[src/rtl/tulc_pkg.sv]
package tulc_pkg;

  localparam int QUEUE_DEPTH_DEF = 64;
  localparam int COMMAND_COUNT_DEF = 40;

  localparam logic [1:0] ACT_TICK  = 2'd0;
  localparam logic [1:0] ACT_RX    = 2'd1;
  localparam logic [1:0] ACT_READY = 2'd2;
  localparam logic [1:0] ACT_QUEUE = 2'd3;

  localparam logic [2:0] REG_STARTUP    = 3'd0;
  localparam logic [2:0] REG_GAP        = 3'd1;
  localparam logic [2:0] REG_TX_TO      = 3'd2;
  localparam logic [2:0] REG_RX_TO      = 3'd3;
  localparam logic [2:0] REG_LOST       = 3'd4;
  localparam logic [2:0] REG_FIRST_LOST = 3'd5;

  localparam logic [7:0] FRAME_START = 8'hF5;
  localparam logic [7:0] TYPE_LOW    = 8'hFA;
  localparam logic [7:0] TYPE_MUTED  = 8'hFD;
  localparam logic [5:0] MUTE_INDEX  = 6'd3;
  localparam logic [5:0] TYPE_QUERY  = 6'd39;
  localparam logic [2:0] FRAME_LEN   = 3'd5;

  typedef struct packed {
    logic [1:0] action;
    logic [7:0] rx_byte;
    logic [5:0] command;
  } in_item_t;

  typedef struct packed {
    logic       tx_valid;
    logic [7:0] tx_byte;
    logic       reply_done;
    logic       power_on;
    logic [7:0] tuner_type;
    logic       tx_busy;
    logic       connected;
    logic       checksum_error;
    logic       rx_timeout_seen;
    logic       link_lost;
    logic       command_accepted;
  } out_item_t;

  // classified event handed from front to back
  typedef struct packed {
    logic [1:0] action;
    logic [7:0] rx_byte;
    logic [5:0] command;
    logic       cmd_ok;
  } event_t;

  function automatic logic [23:0] rom_row(input logic [5:0] cmd);
    case (cmd)
      6'd0:  rom_row = "PON";  6'd1:  rom_row = "POF";  6'd2:  rom_row = "SRC";
      6'd3:  rom_row = "MUT";  6'd4:  rom_row = "MEM";  6'd5:  rom_row = "ENT";
      6'd6:  rom_row = "EXT";  6'd7:  rom_row = "ALT";  6'd8:  rom_row = "ART";
      6'd9:  rom_row = "CUP";  6'd10: rom_row = "CDN";  6'd11: rom_row = "000";
      6'd12: rom_row = "001";  6'd13: rom_row = "002";  6'd14: rom_row = "003";
      6'd15: rom_row = "004";  6'd16: rom_row = "005";  6'd17: rom_row = "006";
      6'd18: rom_row = "007";  6'd19: rom_row = "008";  6'd20: rom_row = "009";
      6'd21: rom_row = "100";  6'd22: rom_row = "RTN";  6'd23: rom_row = "CCD";
      6'd24: rom_row = "APT";  6'd25: rom_row = "VCP";  6'd26: rom_row = "CBS";
      6'd27: rom_row = "SVO";  6'd28: rom_row = "CMP";  6'd29: rom_row = "VGA";
      6'd30: rom_row = "TNR";  6'd31: rom_row = "HDM";  6'd32: rom_row = "STA";
      6'd33: rom_row = "EPG";  6'd34: rom_row = "TXT";  6'd35: rom_row = "RED";
      6'd36: rom_row = "GRE";  6'd37: rom_row = "YEL";  6'd38: rom_row = "BLU";
      6'd39: rom_row = "ADI";
      default: rom_row = 24'd0;
    endcase
  endfunction

endpackage

[src/rtl/tulc_front.sv]
module tulc_front #(
  parameter int COMMAND_COUNT = tulc_pkg::COMMAND_COUNT_DEF
) (
  input  logic               clk,
  input  logic               rst,
  input  logic               in_valid,
  output logic               in_stall,
  input  tulc_pkg::in_item_t in_data,
  output logic               ev_valid,
  input  logic               ev_stall,
  output tulc_pkg::event_t   ev_data
);

  // two-entry skid queue
  tulc_pkg::event_t q [2];
  logic       rd_ptr, wr_ptr;
  logic [1:0] count;
  logic       push, pop;

  assign in_stall = (count == 2'd2);
  assign push = in_valid && !in_stall;
  assign pop  = ev_valid && !ev_stall;
  assign ev_valid = (count != 2'd0);
  assign ev_data  = q[rd_ptr];

  always_ff @(posedge clk) begin
    if (push) begin
      q[wr_ptr].action  <= in_data.action;
      q[wr_ptr].rx_byte <= in_data.rx_byte;
      q[wr_ptr].command <= in_data.command;
      q[wr_ptr].cmd_ok  <= ({26'd0, in_data.command} < COMMAND_COUNT);
    end
    if (rst) begin
      rd_ptr <= 1'b0;
      wr_ptr <= 1'b0;
      count  <= 2'd0;
    end else begin
      if (push) wr_ptr <= !wr_ptr;
      if (pop) rd_ptr <= !rd_ptr;
      count <= count + {1'b0, push} - {1'b0, pop};
    end
  end

  a_no_overflow: assert property (@(posedge clk) disable iff (rst)
    count == 2'd2 && !pop |=> count == 2'd2) else $error("skid overflow");
  a_valid_count: assert property (@(posedge clk) disable iff (rst)
    ev_valid == (count != 2'd0)) else $error("valid mismatch");
  a_push_grows: assert property (@(posedge clk) disable iff (rst)
    push && !pop |=> count == $past(count) + 2'd1) else $error("count slip");

endmodule

[src/rtl/tulc_back.sv]
module tulc_back #(
  parameter int QUEUE_DEPTH = tulc_pkg::QUEUE_DEPTH_DEF
) (
  input  logic                clk,
  input  logic                rst,
  input  logic                ev_valid,
  output logic                ev_stall,
  input  tulc_pkg::event_t    ev_data,
  input  logic                cfg_we,
  input  logic [2:0]          cfg_index,
  input  logic [15:0]         cfg_data,
  output logic                out_valid,
  input  logic                out_stall,
  output tulc_pkg::out_item_t out_data
);

  localparam int QW = (QUEUE_DEPTH > 1) ? $clog2(QUEUE_DEPTH) : 1;
  localparam int CW = $clog2(QUEUE_DEPTH + 1);

  logic [15:0] startup_delay, send_gap, lost_time, first_lost_time;
  logic [7:0]  tx_timeout, rx_timeout;

  logic [1:0] rx_phase, rx_phase_next;
  logic [7:0] rx_status, rx_status_next, rx_code, rx_code_next;
  logic       rx_pending, rx_pending_next, rx_in_frame, rx_in_frame_next;
  logic [7:0] rx_timer, rx_timer_next;
  logic [5:0] tx_command, tx_command_next, last_sent, last_sent_next;
  logic [2:0] tx_position, tx_position_next;
  logic       tx_active, tx_active_next;
  logic [7:0] tx_timer, tx_timer_next;
  logic [15:0] gap_timer, gap_timer_next, startup_timer, startup_timer_next;
  logic [15:0] silence_timer, silence_timer_next;
  logic       f_conn, f_conn_next, f_csum, f_csum_next, f_rxto, f_rxto_next;
  logic       f_lost, f_lost_next;
  logic [7:0] tuner, tuner_next;
  logic       power, power_next;
  logic [QW-1:0] head, head_next, tail;
  logic [CW-1:0] count, count_next;

  logic [5:0] mem [QUEUE_DEPTH];
  logic [5:0] head_cmd;
  logic       do_push;

  logic fire;
  assign ev_stall = out_valid && out_stall;
  assign fire = ev_valid && !ev_stall;

  // head entry is read through its own register, refreshed on every pointer move
  logic [5:0] q_read;
  logic [QW-1:0] rd_addr;
  logic       bypass;
  logic [5:0] bypass_cmd;

  assign head_cmd = bypass ? bypass_cmd : q_read;

  logic txv, done, accepted;
  logic [7:0] txb;
  logic [23:0] row;
  logic [15:0] limit;
  logic [7:0] rtmp;

  always_comb begin
    rx_phase_next = rx_phase; rx_status_next = rx_status; rx_code_next = rx_code;
    rx_pending_next = rx_pending; rx_in_frame_next = rx_in_frame;
    rx_timer_next = rx_timer; tx_command_next = tx_command; last_sent_next = last_sent;
    tx_position_next = tx_position; tx_active_next = tx_active; tx_timer_next = tx_timer;
    gap_timer_next = gap_timer; startup_timer_next = startup_timer;
    silence_timer_next = silence_timer; f_conn_next = f_conn; f_csum_next = f_csum;
    f_rxto_next = f_rxto; f_lost_next = f_lost; tuner_next = tuner; power_next = power;
    head_next = head; count_next = count;
    txv = 1'b0; txb = 8'd0; done = 1'b0; accepted = 1'b0; do_push = 1'b0;
    limit = f_conn ? lost_time : first_lost_time;
    rtmp = 8'd0;
    row = 24'd0;
    case (ev_data.action)
      tulc_pkg::ACT_TICK: begin
        if (tx_active) begin
          if (tx_timer > tx_timeout) begin
            tx_timer_next = 8'd0; tx_active_next = 1'b0;
          end else if (tx_timer != 8'hFF) tx_timer_next = tx_timer + 8'd1;
        end else tx_timer_next = 8'd0;
        if (rx_in_frame) begin
          rtmp = (rx_timer != 8'hFF) ? rx_timer + 8'd1 : rx_timer;
          rx_timer_next = rtmp;
          if (rtmp > rx_timeout) begin
            f_rxto_next = 1'b1; rx_in_frame_next = 1'b0; rx_phase_next = 2'd0;
          end
        end else rx_timer_next = 8'd0;
        if (gap_timer != 16'hFFFF) gap_timer_next = gap_timer + 16'd1;
        if (startup_timer != 16'hFFFF) startup_timer_next = startup_timer + 16'd1;
        if (silence_timer < limit) silence_timer_next = silence_timer + 16'd1;
        else f_lost_next = 1'b1;
        if (startup_timer_next >= startup_delay) begin
          if (rx_pending) begin
            if (last_sent == tulc_pkg::TYPE_QUERY && rx_code >= tulc_pkg::TYPE_LOW &&
                rx_code <= tulc_pkg::TYPE_MUTED)
              tuner_next = rx_code;
            power_next = rx_status[7];
            rx_status_next = 8'd0; rx_code_next = 8'd0; rx_pending_next = 1'b0;
            gap_timer_next = 16'd0;
            done = 1'b1;
          end
          if (gap_timer_next >= send_gap && count != '0) begin
            head_next = (head == QW'(QUEUE_DEPTH - 1)) ? '0 : head + 1'b1;
            count_next = count - 1'b1;
            last_sent_next = head_cmd; tx_command_next = head_cmd;
            tx_active_next = 1'b1; tx_timer_next = 8'd0; gap_timer_next = 16'd0;
            tx_position_next = 3'd1;
            txv = 1'b1; txb = tulc_pkg::FRAME_START;
          end
        end
      end
      tulc_pkg::ACT_RX: begin
        if (!rx_pending) begin
          case (rx_phase)
            2'd0: if (ev_data.rx_byte == tulc_pkg::FRAME_START) begin
              rx_in_frame_next = 1'b1; rx_timer_next = 8'd0; rx_phase_next = 2'd1;
            end
            2'd1: begin rx_status_next = ev_data.rx_byte; rx_phase_next = 2'd2; end
            2'd2: begin rx_code_next = ev_data.rx_byte; rx_phase_next = 2'd3; end
            default: begin
              rx_in_frame_next = 1'b0; rx_phase_next = 2'd0;
              if (tulc_pkg::FRAME_START + rx_status + rx_code == ev_data.rx_byte) begin
                f_lost_next = 1'b0; f_conn_next = 1'b1; rx_pending_next = 1'b1;
              end else f_csum_next = 1'b1;
            end
          endcase
        end
        silence_timer_next = 16'd0;
      end
      tulc_pkg::ACT_READY: begin
        row = tulc_pkg::rom_row(tx_command);
        if (tx_active && tx_position < tulc_pkg::FRAME_LEN) begin
          txv = 1'b1;
          tx_position_next = tx_position + 3'd1;
          case (tx_position)
            3'd0: txb = tulc_pkg::FRAME_START;
            3'd1: txb = row[23:16];
            3'd2: txb = row[15:8];
            3'd3: txb = row[7:0];
            default: txb = tulc_pkg::FRAME_START + row[23:16] + row[15:8] + row[7:0];
          endcase
        end else begin
          tx_position_next = 3'd0; tx_active_next = 1'b0;
        end
      end
      default: begin
        if (ev_data.cmd_ok && !(tuner == tulc_pkg::TYPE_MUTED &&
            ev_data.command == tulc_pkg::MUTE_INDEX) && count != CW'(QUEUE_DEPTH)) begin
          do_push = 1'b1; accepted = 1'b1; count_next = count + 1'b1;
        end
      end
    endcase
  end

  assign rd_addr = fire ? head_next : head;

  always_ff @(posedge clk) begin
    if (fire && do_push) mem[tail] <= ev_data.command;
    q_read <= mem[rd_addr];
    // a write to the entry being fetched is forwarded
    bypass <= fire && do_push && (tail == rd_addr);
    bypass_cmd <= ev_data.command;
    if (cfg_we) begin
      case (cfg_index)
        tulc_pkg::REG_STARTUP:    startup_delay   <= cfg_data;
        tulc_pkg::REG_GAP:        send_gap        <= cfg_data;
        tulc_pkg::REG_TX_TO:      tx_timeout      <= cfg_data[7:0];
        tulc_pkg::REG_RX_TO:      rx_timeout      <= cfg_data[7:0];
        tulc_pkg::REG_LOST:       lost_time       <= cfg_data;
        tulc_pkg::REG_FIRST_LOST: first_lost_time <= cfg_data;
        default: ;
      endcase
    end
    if (fire) begin
      out_data.tx_valid <= txv; out_data.tx_byte <= txb; out_data.reply_done <= done;
      out_data.power_on <= power_next; out_data.tuner_type <= tuner_next;
      out_data.tx_busy <= tx_active_next; out_data.connected <= f_conn_next;
      out_data.checksum_error <= f_csum_next; out_data.rx_timeout_seen <= f_rxto_next;
      out_data.link_lost <= f_lost_next; out_data.command_accepted <= accepted;
    end
    if (rst) begin
      startup_delay <= 16'd2000; send_gap <= 16'd250; tx_timeout <= 8'd50;
      rx_timeout <= 8'd50; lost_time <= 16'd5000; first_lost_time <= 16'd10000;
      rx_phase <= 2'd0; rx_status <= 8'd0; rx_code <= 8'd0; rx_pending <= 1'b0;
      rx_in_frame <= 1'b0; rx_timer <= 8'd0; tx_command <= 6'd0; last_sent <= 6'd0;
      tx_position <= 3'd0; tx_active <= 1'b0; tx_timer <= 8'd0; gap_timer <= 16'd0;
      startup_timer <= 16'd0; silence_timer <= 16'd0; f_conn <= 1'b0; f_csum <= 1'b0;
      f_rxto <= 1'b0; f_lost <= 1'b0; tuner <= 8'd0; power <= 1'b0;
      head <= '0; tail <= '0; count <= '0; out_valid <= 1'b0; bypass <= 1'b0;
    end else begin
      if (fire) begin
        rx_phase <= rx_phase_next; rx_status <= rx_status_next; rx_code <= rx_code_next;
        rx_pending <= rx_pending_next; rx_in_frame <= rx_in_frame_next;
        rx_timer <= rx_timer_next; tx_command <= tx_command_next; last_sent <= last_sent_next;
        tx_position <= tx_position_next; tx_active <= tx_active_next;
        tx_timer <= tx_timer_next; gap_timer <= gap_timer_next;
        startup_timer <= startup_timer_next; silence_timer <= silence_timer_next;
        f_conn <= f_conn_next; f_csum <= f_csum_next; f_rxto <= f_rxto_next;
        f_lost <= f_lost_next; tuner <= tuner_next; power <= power_next;
        head <= head_next; count <= count_next;
        if (do_push) tail <= (tail == QW'(QUEUE_DEPTH - 1)) ? '0 : tail + 1'b1;
      end
      if (fire) out_valid <= 1'b1;
      else if (!out_stall) out_valid <= 1'b0;
    end
  end

  a_count_bound: assert property (@(posedge clk) disable iff (rst)
    count <= CW'(QUEUE_DEPTH)) else $error("queue count beyond depth");
  a_tx_needs_active: assert property (@(posedge clk) disable iff (rst)
    out_valid && out_data.tx_valid |-> out_data.tx_busy) else $error("byte while idle");
  a_done_conn: assert property (@(posedge clk) disable iff (rst)
    out_valid && out_data.reply_done |-> out_data.connected) else $error("reply unconnected");
  a_hold: assert property (@(posedge clk) disable iff (rst)
    out_valid && out_stall |=> out_valid) else $error("result dropped");

endmodule

[src/rtl/tuner_uart_link_controller.sv]
// Path: an accepted input transaction is registered in the front skid queue, then the back-end update
// registers its result in the output register; output stalls can hold it in between.
// Throughput: one transaction per cycle while the output is not stalled; the back end handles each event in one update.
// Reset: synchronous, active high; registers return to their defaults, timers and flags
// clear, the command queue comes up empty. No clearing pass is needed.
module tuner_uart_link_controller #(
  parameter int QUEUE_DEPTH   = tulc_pkg::QUEUE_DEPTH_DEF,
  parameter int COMMAND_COUNT = tulc_pkg::COMMAND_COUNT_DEF
) (
  input  logic                clk,
  input  logic                rst,
  input  logic                in_valid,
  output logic                in_stall,
  input  tulc_pkg::in_item_t  in_data,
  output logic                out_valid,
  input  logic                out_stall,
  output tulc_pkg::out_item_t out_data,
  input  logic                cfg_we,
  input  logic [2:0]          cfg_index,
  input  logic [15:0]         cfg_data
);

  logic             ev_valid, ev_stall;
  tulc_pkg::event_t ev_data;

  tulc_front #(.COMMAND_COUNT(COMMAND_COUNT)) u_front (
    .clk, .rst, .in_valid, .in_stall, .in_data, .ev_valid, .ev_stall, .ev_data
  );

  tulc_back #(.QUEUE_DEPTH(QUEUE_DEPTH)) u_back (
    .clk, .rst, .ev_valid, .ev_stall, .ev_data, .cfg_we, .cfg_index, .cfg_data,
    .out_valid, .out_stall, .out_data
  );

endmodule

[config.mk]
export PLATFORM = sky130hd
export DESIGN_NAME = tuner_uart_link_controller
export DESIGN_NICKNAME = d
export VERILOG_FILES = /design/src/rtl/tulc_pkg.sv /design/src/rtl/tulc_front.sv /design/src/rtl/tulc_back.sv /design/src/rtl/tuner_uart_link_controller.sv
export SDC_FILE = /design/constraint.sdc
export NUM_CORES = 1
export LEC_CHECK = 0
export ABC_AREA = 0
export BUFFER_PORTS_ARGS = -buffer_cell sky130_fd_sc_hd__buf_2
export CAP_MARGIN = 20
export CORE_MARGIN = 4
export CORE_UTILIZATION = 55
export DETAILED_ROUTE_END_ITERATION = 10
export PLACE_DENSITY = 0.73
export SETUP_SLACK_MARGIN = 0.1
export SLEW_MARGIN = 20
export SYNTH_ARGS = -nofsm -noshare
export SYNTH_HDL_FRONTEND = slang
export SYNTH_SLANG_ARGS = --single-unit
[constraint.sdc]
create_clock -name clk -period 6.69 [get_ports clk]
set_clock_uncertainty 0.15 [all_clocks]
set_input_delay 1.338 -clock clk [delete_from_list [all_inputs] [get_ports clk]]
set_output_delay 1.338 -clock clk [all_outputs]
set_load 0.005 [all_outputs]
# Yosys cells after proc, flatten, opt, wreduce, memory -nomap -nowiden
# Memory sizes are Yosys's and may differ from the RTL's. A register that Yosys moved wholly into a read port is not among the register bits.
# Index checks and enable logic that the tools add are counted.
# classes
n_lt_le_gt_ge	9
div_mod_pow	0
n_bitwise	1
mux	114
add_sub_neg	17
n_shift	0
eq_ne	40
n_reduce_logical	49
n_mul	0
# ops
op	count
2-to-1 mux 8 bit	23
2-to-1 mux 16 bit	10
one-hot mux 8 bit (2 select lines)	4
2-to-1 mux 6 bit	9
adder 16 x 1 -> 16 bit (second input constant)	3
2-to-1 mux 1 bit	45
greater-or-equal comparator 16 bit	2
!= test 16 bit (second input constant)	2
one-hot mux 16 bit (2 select lines)	1
one-hot mux 8 bit (4 select lines)	1
adder 8 bit	3
2-to-1 mux 24 bit	1
2-to-1 mux 7 bit	3
equality test 6 bit (second input constant)	3
AND reduction 2 bit	9
AND reduction 6 bit	3
adder 8 x 1 -> 8 bit (second input constant)	2
adder 8 bit (first input constant)	2
equality test 8 bit (second input constant)	2
greater-than comparator 8 bit	2
less-than comparator 16 bit	1
!= test 2 x 1 -> 1 bit (second input constant)	8
!= test 8 bit (second input constant)	2
AND reduction 5 bit	3
other kinds (39)	86
# totals
n_memories	3
ramBits	418
in_bits	40
rom_bits	1344
word_cells	278
output_inout_bits	27
latch_bits	0
regBits	243
# memory_table
memory	words	width	rd	rd_clocked_by_memory_dff	wr	line_no	rtl
(no name shown)	64	21	1	1	0	tulc_pkg.sv:54	case (cmd)
u_back.mem	64	6	1	1	1	tulc_back.sv:40	logic [5:0] mem [QUEUE_DEPTH];
u_front.q	2	17	1	1	1	tulc_front.sv:15	tulc_pkg::event_t q [2];

# Logic depth before layout (Yosys ltp)
# logic_depth
word_depth	14
depth_mapped	28
ltp_nobuf	25

# Modules after synthesis
# A second synthesis with hierarchy kept.
# hier_totals
hier_cells	2924
hier_area_um2	31631.6
# modules_own_cells
mod	cells_each	n_inst	seq_area_each_um2	area_each_um2
tulc_back	2841	1	17026.3	30158.9
tulc_front	83	1	1121.1	1472.7

# Worst setup path before layout
# OpenSTA, ideal clock, no wires.
# synth_timing
path_type	register -> register
startpoint	reg u_back.gap_timer[2]
endpoint	reg with a tool-made name
n_path_buf	4
stages_incl_launch_ff	28
required_ns	6.421
slack_ns	1.061
arrival_time_ns	5.360
setup_ns	0.119
period_less_slack_ns	5.629
cell_sequence	dfxtp_1 clkbuf_1 nand4_1 nor2_1 and4_1 and3_1 nand2b_1 clkbuf_1 nand2_1 or4_1 xor2_1 nor2_1 ha_1 nand2_1 o21ai_0 or3b_1 a32oi_2 a31oi_1 a21oi_1 and2_1 clkbuf_1 inv_1 ha_1 clkbuf_1 o21a_1 o221ai_1 o21ai_0 o2bb2ai_1
# synth_rtl
item	line_no	rtl
start: declaration	tulc_back.sv:31	logic [15:0] gap_timer, gap_timer_next, startup_timer, startup_timer_next;
start signal: assignment	tulc_back.sv:197	tx_timer <= tx_timer_next; gap_timer <= gap_timer_next;

# Worst setup path in the final report
# layout_timing
startpoint	reg u_back.gap_timer[2]
endpoint	reg u_back.q_read[4] (read register of u_back.mem)
# layout_between
elab_chain_len	11
elab_cells_between_ends	12
classes_between	add/sub (1); order compare (1); eq/ne (1); mux (8); reduce/logical (1)
# layout_rtl
item	line_no	rtl
adder 16 x 1 -> 16 bit / != test 16 bit (equally long branches)	tulc_back.sv:89	if (gap_timer != 16'hFFFF) gap_timer_next = gap_timer + 16'd1;
2-to-1 mux 16 bit (*)	tulc_back.sv:89	
2-to-1 mux 16 bit (*)	tulc_back.sv:94	if (rx_pending) begin
2-to-1 mux 16 bit (*)	tulc_back.sv:93	if (startup_timer_next >= startup_delay) begin
2-to-1 mux 16 bit (*)	tulc_back.sv:75	case (ev_data.action)
greater-or-equal comparator 16 bit (*)	tulc_back.sv:103	if (gap_timer_next >= send_gap && count != '0) begin
logical AND 1 bit (*)	tulc_back.sv:103	
2-to-1 mux 6 bit (*)	tulc_back.sv:103	
2-to-1 mux 6 bit (*)	tulc_back.sv:93	
2-to-1 mux 6 bit (*)	tulc_back.sv:75	
2-to-1 mux 6 bit (*)	-	
end: declaration	tulc_back.sv:49	logic [5:0] q_read;
# Every way passes the cells marked *; elsewhere a longest branch is shown, timed or not. The select of a mux whose other input is x is not followed.
# A chain may end at the register's enable or synchronous reset.

==> summary.txt <==
Outcome
  – Status: finished clean

Cells and area
  – Layout area overhead: 10.6%
  – Final Cell Area: ~35000 sq um
  – Commonest non-fill, non-tap cell in the layout: nand2_1
  – Final #Nets: 3141
  – Most frequent cells in the layout: nand2_1, edfxtp_1, nor2_1
  – Diode count: 0
  – Layout cells sized above 1: under 10%

Global route
  – Initial antenna violation count: 0
  – GR peak layer: met2
  – Vias in the first global route: 22331
  – Congestion Overflow GR: 0
  – Gr usage total: 25.0%
  – Largest net degree at the start of global routing: 94
  – Grt met2 use: a little over two fifths
  – First-pass GRT wire length: 122 mm
  – Met3 Use GR: between 3 and 4%
  – M1 GR Usage: 33.2%

STA
  – Slew margin rel.: 28.3%
  – Final Cycle Share: 92.6%
  – Fmax: 0.161 GHz
  – Worst-Margin Slew: 1.07 ns
  – # setup viols final: 0
  – Slew Limit Fails: 0
  – Final setup TNS: 0 ns
  – Final setup margin: 0.497 ns
  – RSZ-0062 raised after global routing: yes
  – Fin crit period: between 6 and 7 ns
  – Final Hold Viols: 0
  – Worst Hold Slack: 0.306 ns

Floorplanning
  – Die area: 61500 sq um
  – Core area: 56700 sq um
  – Die height: between 200 and 250 um
  – Chip Width: 248 um
  – Initial Utilization: between 50 and 60%
  – I/O Pins: 67
  – FP Rows: 87

Yosys
  – Number of flops mapped to enable cells by yosys: 443
  – Ys flop type: edfxtp_1
  – Share of the synthesized area in the top cell type: 42.0%
  – Top cells by area, synth: edfxtp_1, dfxtp_1, nand2_1
  – Syn Inst Count: a little under 3000
  – Synth unique cells: 88
  – Register area share after synthesis: 57.3%
  – Synthesized cell area: approximately 32000 sq um
  – Synth area leader: edfxtp_1
  – Synth Area per Inst: 10.8 sq um
  – #FFs+latches synth: 685
  – Yosys warning total: 0
  – Synth Net Count: approximately 3100
  – Ys async rst share: 0%

Route
  – Via count: 22897
  – Initial drt markers: roughly 2500
  – Vias per cell: 6.05
  – ANT nets after route: 0
  – 1st-pass router iterations: 7
  – Wire per inst: approximately 21 um
  – Total routed wirelength: 78.3 mm
  – Detailed-route DRC error count: 0

CTS
  – TritonCTS Buffers: 70
  – Clock Latency Late Sink: 0.61 ns
  – CTS tree: done
  – Clock Path Buffers: 3
  – Worst-path clk slew: 0.06 ns
  – CTS Sinks: 685
  – H-tree Lvls: 3
  – Root buffer cell: clkbuf_16

Placed design
  – Post-DP Area: approximately 33000 sq um
  – DP Worst Slack: slightly above 0.2 ns
  – Hpwl dp: 50.9 mm
  – Final GP Congestion: 0.948
  – PortBufs: 66

Worst setup path
  – Reg2reg end: u_back.q_read[4]$_DFF_P_
  – R2R Path Start: u_back.gap_timer[2]$_SDFFE_PP0P_
  – Crit Path Category: flop to flop
  – Critical Path AT: roughly 6.5 ns
  – Crit Path Max Fanout: 47
  – Worst Setup End Kind: flop
  – Reg2Reg Setup Slack: 0.50 ns
  – WP data required: 7.04 ns
  – R2R cell count: 22
  – Critical path launch point type: flop

Power
  – Int Pwr: between 7000 and 8000 uW
  – Sw Ratio: 26.0%
  – Power share of the sequential group: approximately 50%
  – Clock share of power: 37.9%
  – Final Power: around 10000 uW
  – Power Density: 290 nW/um^2
  – Pleak: 0.0129 uW
  – Max VDD drop: 0.261 mV
  – Net Sw Power: approximately 2600 uW
  – Comb pwr share: 12.6%

Min path
  – Hold Path End: u_back.first_lost_time[12]$_SDFFE_PP0P_
  – Hold Crit Class: flop to flop
  – Hold wc startpoint: u_back.first_lost_time[12]$_SDFFE_PP0P_
  – Hold path depth: 2

Flow run
  – Maxcap violations: 0
through the flow:
stage,instances,util [%]
after floorplan,2931,-
after global placement,3649,57.7
after detailed placement,3649,57.7
after CTS,3777,61.6
after global routing,3782,61.8
final,3782,61.8
registers in the layout, indices dropped and copies added, names as in the netlist, 8 cells and up, named ones only:
register                flops
u_back.out_data            25
u_back.rx_timeout           8
u_back.send_gap            16
u_back.tx_timer             8
u_back.startup_delay       16
u_back.tx_timeout           8
u_back.first_lost_time     16
u_back.rx_timer             8
u_back.lost_time           16
u_back.rx_status            8
u_back.tuner                8
u_back.startup_timer       16
u_back.silence_timer       16
u_back.gap_timer           16
u_back.mem                384
u_back.rx_code              8
u_front.q                  34
worst max-delay path by stage:
| stage | to | cells after the start | startpoint |
|---|---|---|---|
| after floorplan | flop | 27 | u_back.gap_timer[2]$_SDFFE_PP0P_ |
| after global placement | u_back.q_read[2]$_DFF_P_ | 22 | u_back.gap_timer[2]$_SDFFE_PP0P_ |
| after detailed placement | u_back.q_read[2]$_DFF_P_ | 22 | u_back.gap_timer[2]$_SDFFE_PP0P_ |
| after CTS | u_back.q_read[2]$_DFF_P_ | 24 | u_back.gap_timer[2]$_SDFFE_PP0P_ |
| after global routing | u_back.q_read[2]$_DFF_P_ | 22 | u_back.gap_timer[2]$_SDFFE_PP0P_ |
| final | u_back.q_read[4]$_DFF_P_ | 22 | u_back.gap_timer[2]$_SDFFE_PP0P_ |
cell type report:
type,count,area [sq um]
fillers,4484,21700
inverters,121,458
repair inverters,1,5.00
clock inverters,42,380
well taps,756,946
clock buffers,86,1850
multi-input cells,1970,12400
flip-flops and latches,685,18100
repair buffers,121,820
per-layer routing:
layer	vias to the layer above	part of all wire, %
li1	10610	-
met1	11029	40
met4	0	3.7
met2	1052	48
met3	206	7.8
met5	-	0
critical path, cell delays in order, from the launching register on:
cell      delay, ns
dfxtp_1        0.44
nand4_1        0.20
nor2_1         0.22
and4_1         0.31
and3_1         0.30
nand2b_2       0.19
and3_1         0.28
and4_1         0.28
nand3_1        0.13
xor2_1         0.17
nor2_1         0.06
ha_1           0.33
nand2_1        0.07
nor3_1         0.18
o311ai_1       0.16
a32o_2         0.36
nor3_4         0.22
mux2_8         0.54
nor2_1         0.62
nand3_1        0.30
nand4_1        0.20
o211ai_1       0.15
a22o_1         0.20
logic make-up (layout without fill, tap and decap cells):
group	Yosys count	count (layout)	synth area share, %
xor+xnor	92	92	2.57
flops	685	685	57.3
compound gates	512	512	10.4
buf+inv	276	371	3.62
fa+ha+maj	131	131	5.34
mux	144	144	5.41
simple gates	1091	1091	15.4
cells in the mapped netlist (all sizes together), types with 34 or more instances:
library cell	count
a21o	34
a21oi	209
buf	60
clkbuf	95
dfxtp	242
edfxtp	443
ha	124
inv	119
mux2i	111
nand2	461
nand3	153
nor2	268
nor3	39
o21ai	76
xnor2	57
xor2	35
power groups by stage:
stage / Sequential, uW / Combinational (uW) / Clock (uW)
after floorplan: 5100 / 747 / 0
after global routing: 5040 / 1390 / 4070
final: 5030 / 1270 / 3840
after detailed placement: 5120 / 1270 / 0
after CTS: 5030 / 1270 / 3890
after global placement: 5110 / 1230 / 0
what timing repair did:
action / 4_1_cts / 5_1_grt
hold buffers: 0 / 0
cloned: 0 / 3
buffers inserted: 0 / 2
pin swaps: 0 / 1
endpoints found under the setup margin: 1 / 20
gates resized for setup: 1 / 10
No activity file was read; power rests on OpenSTA's default activity.
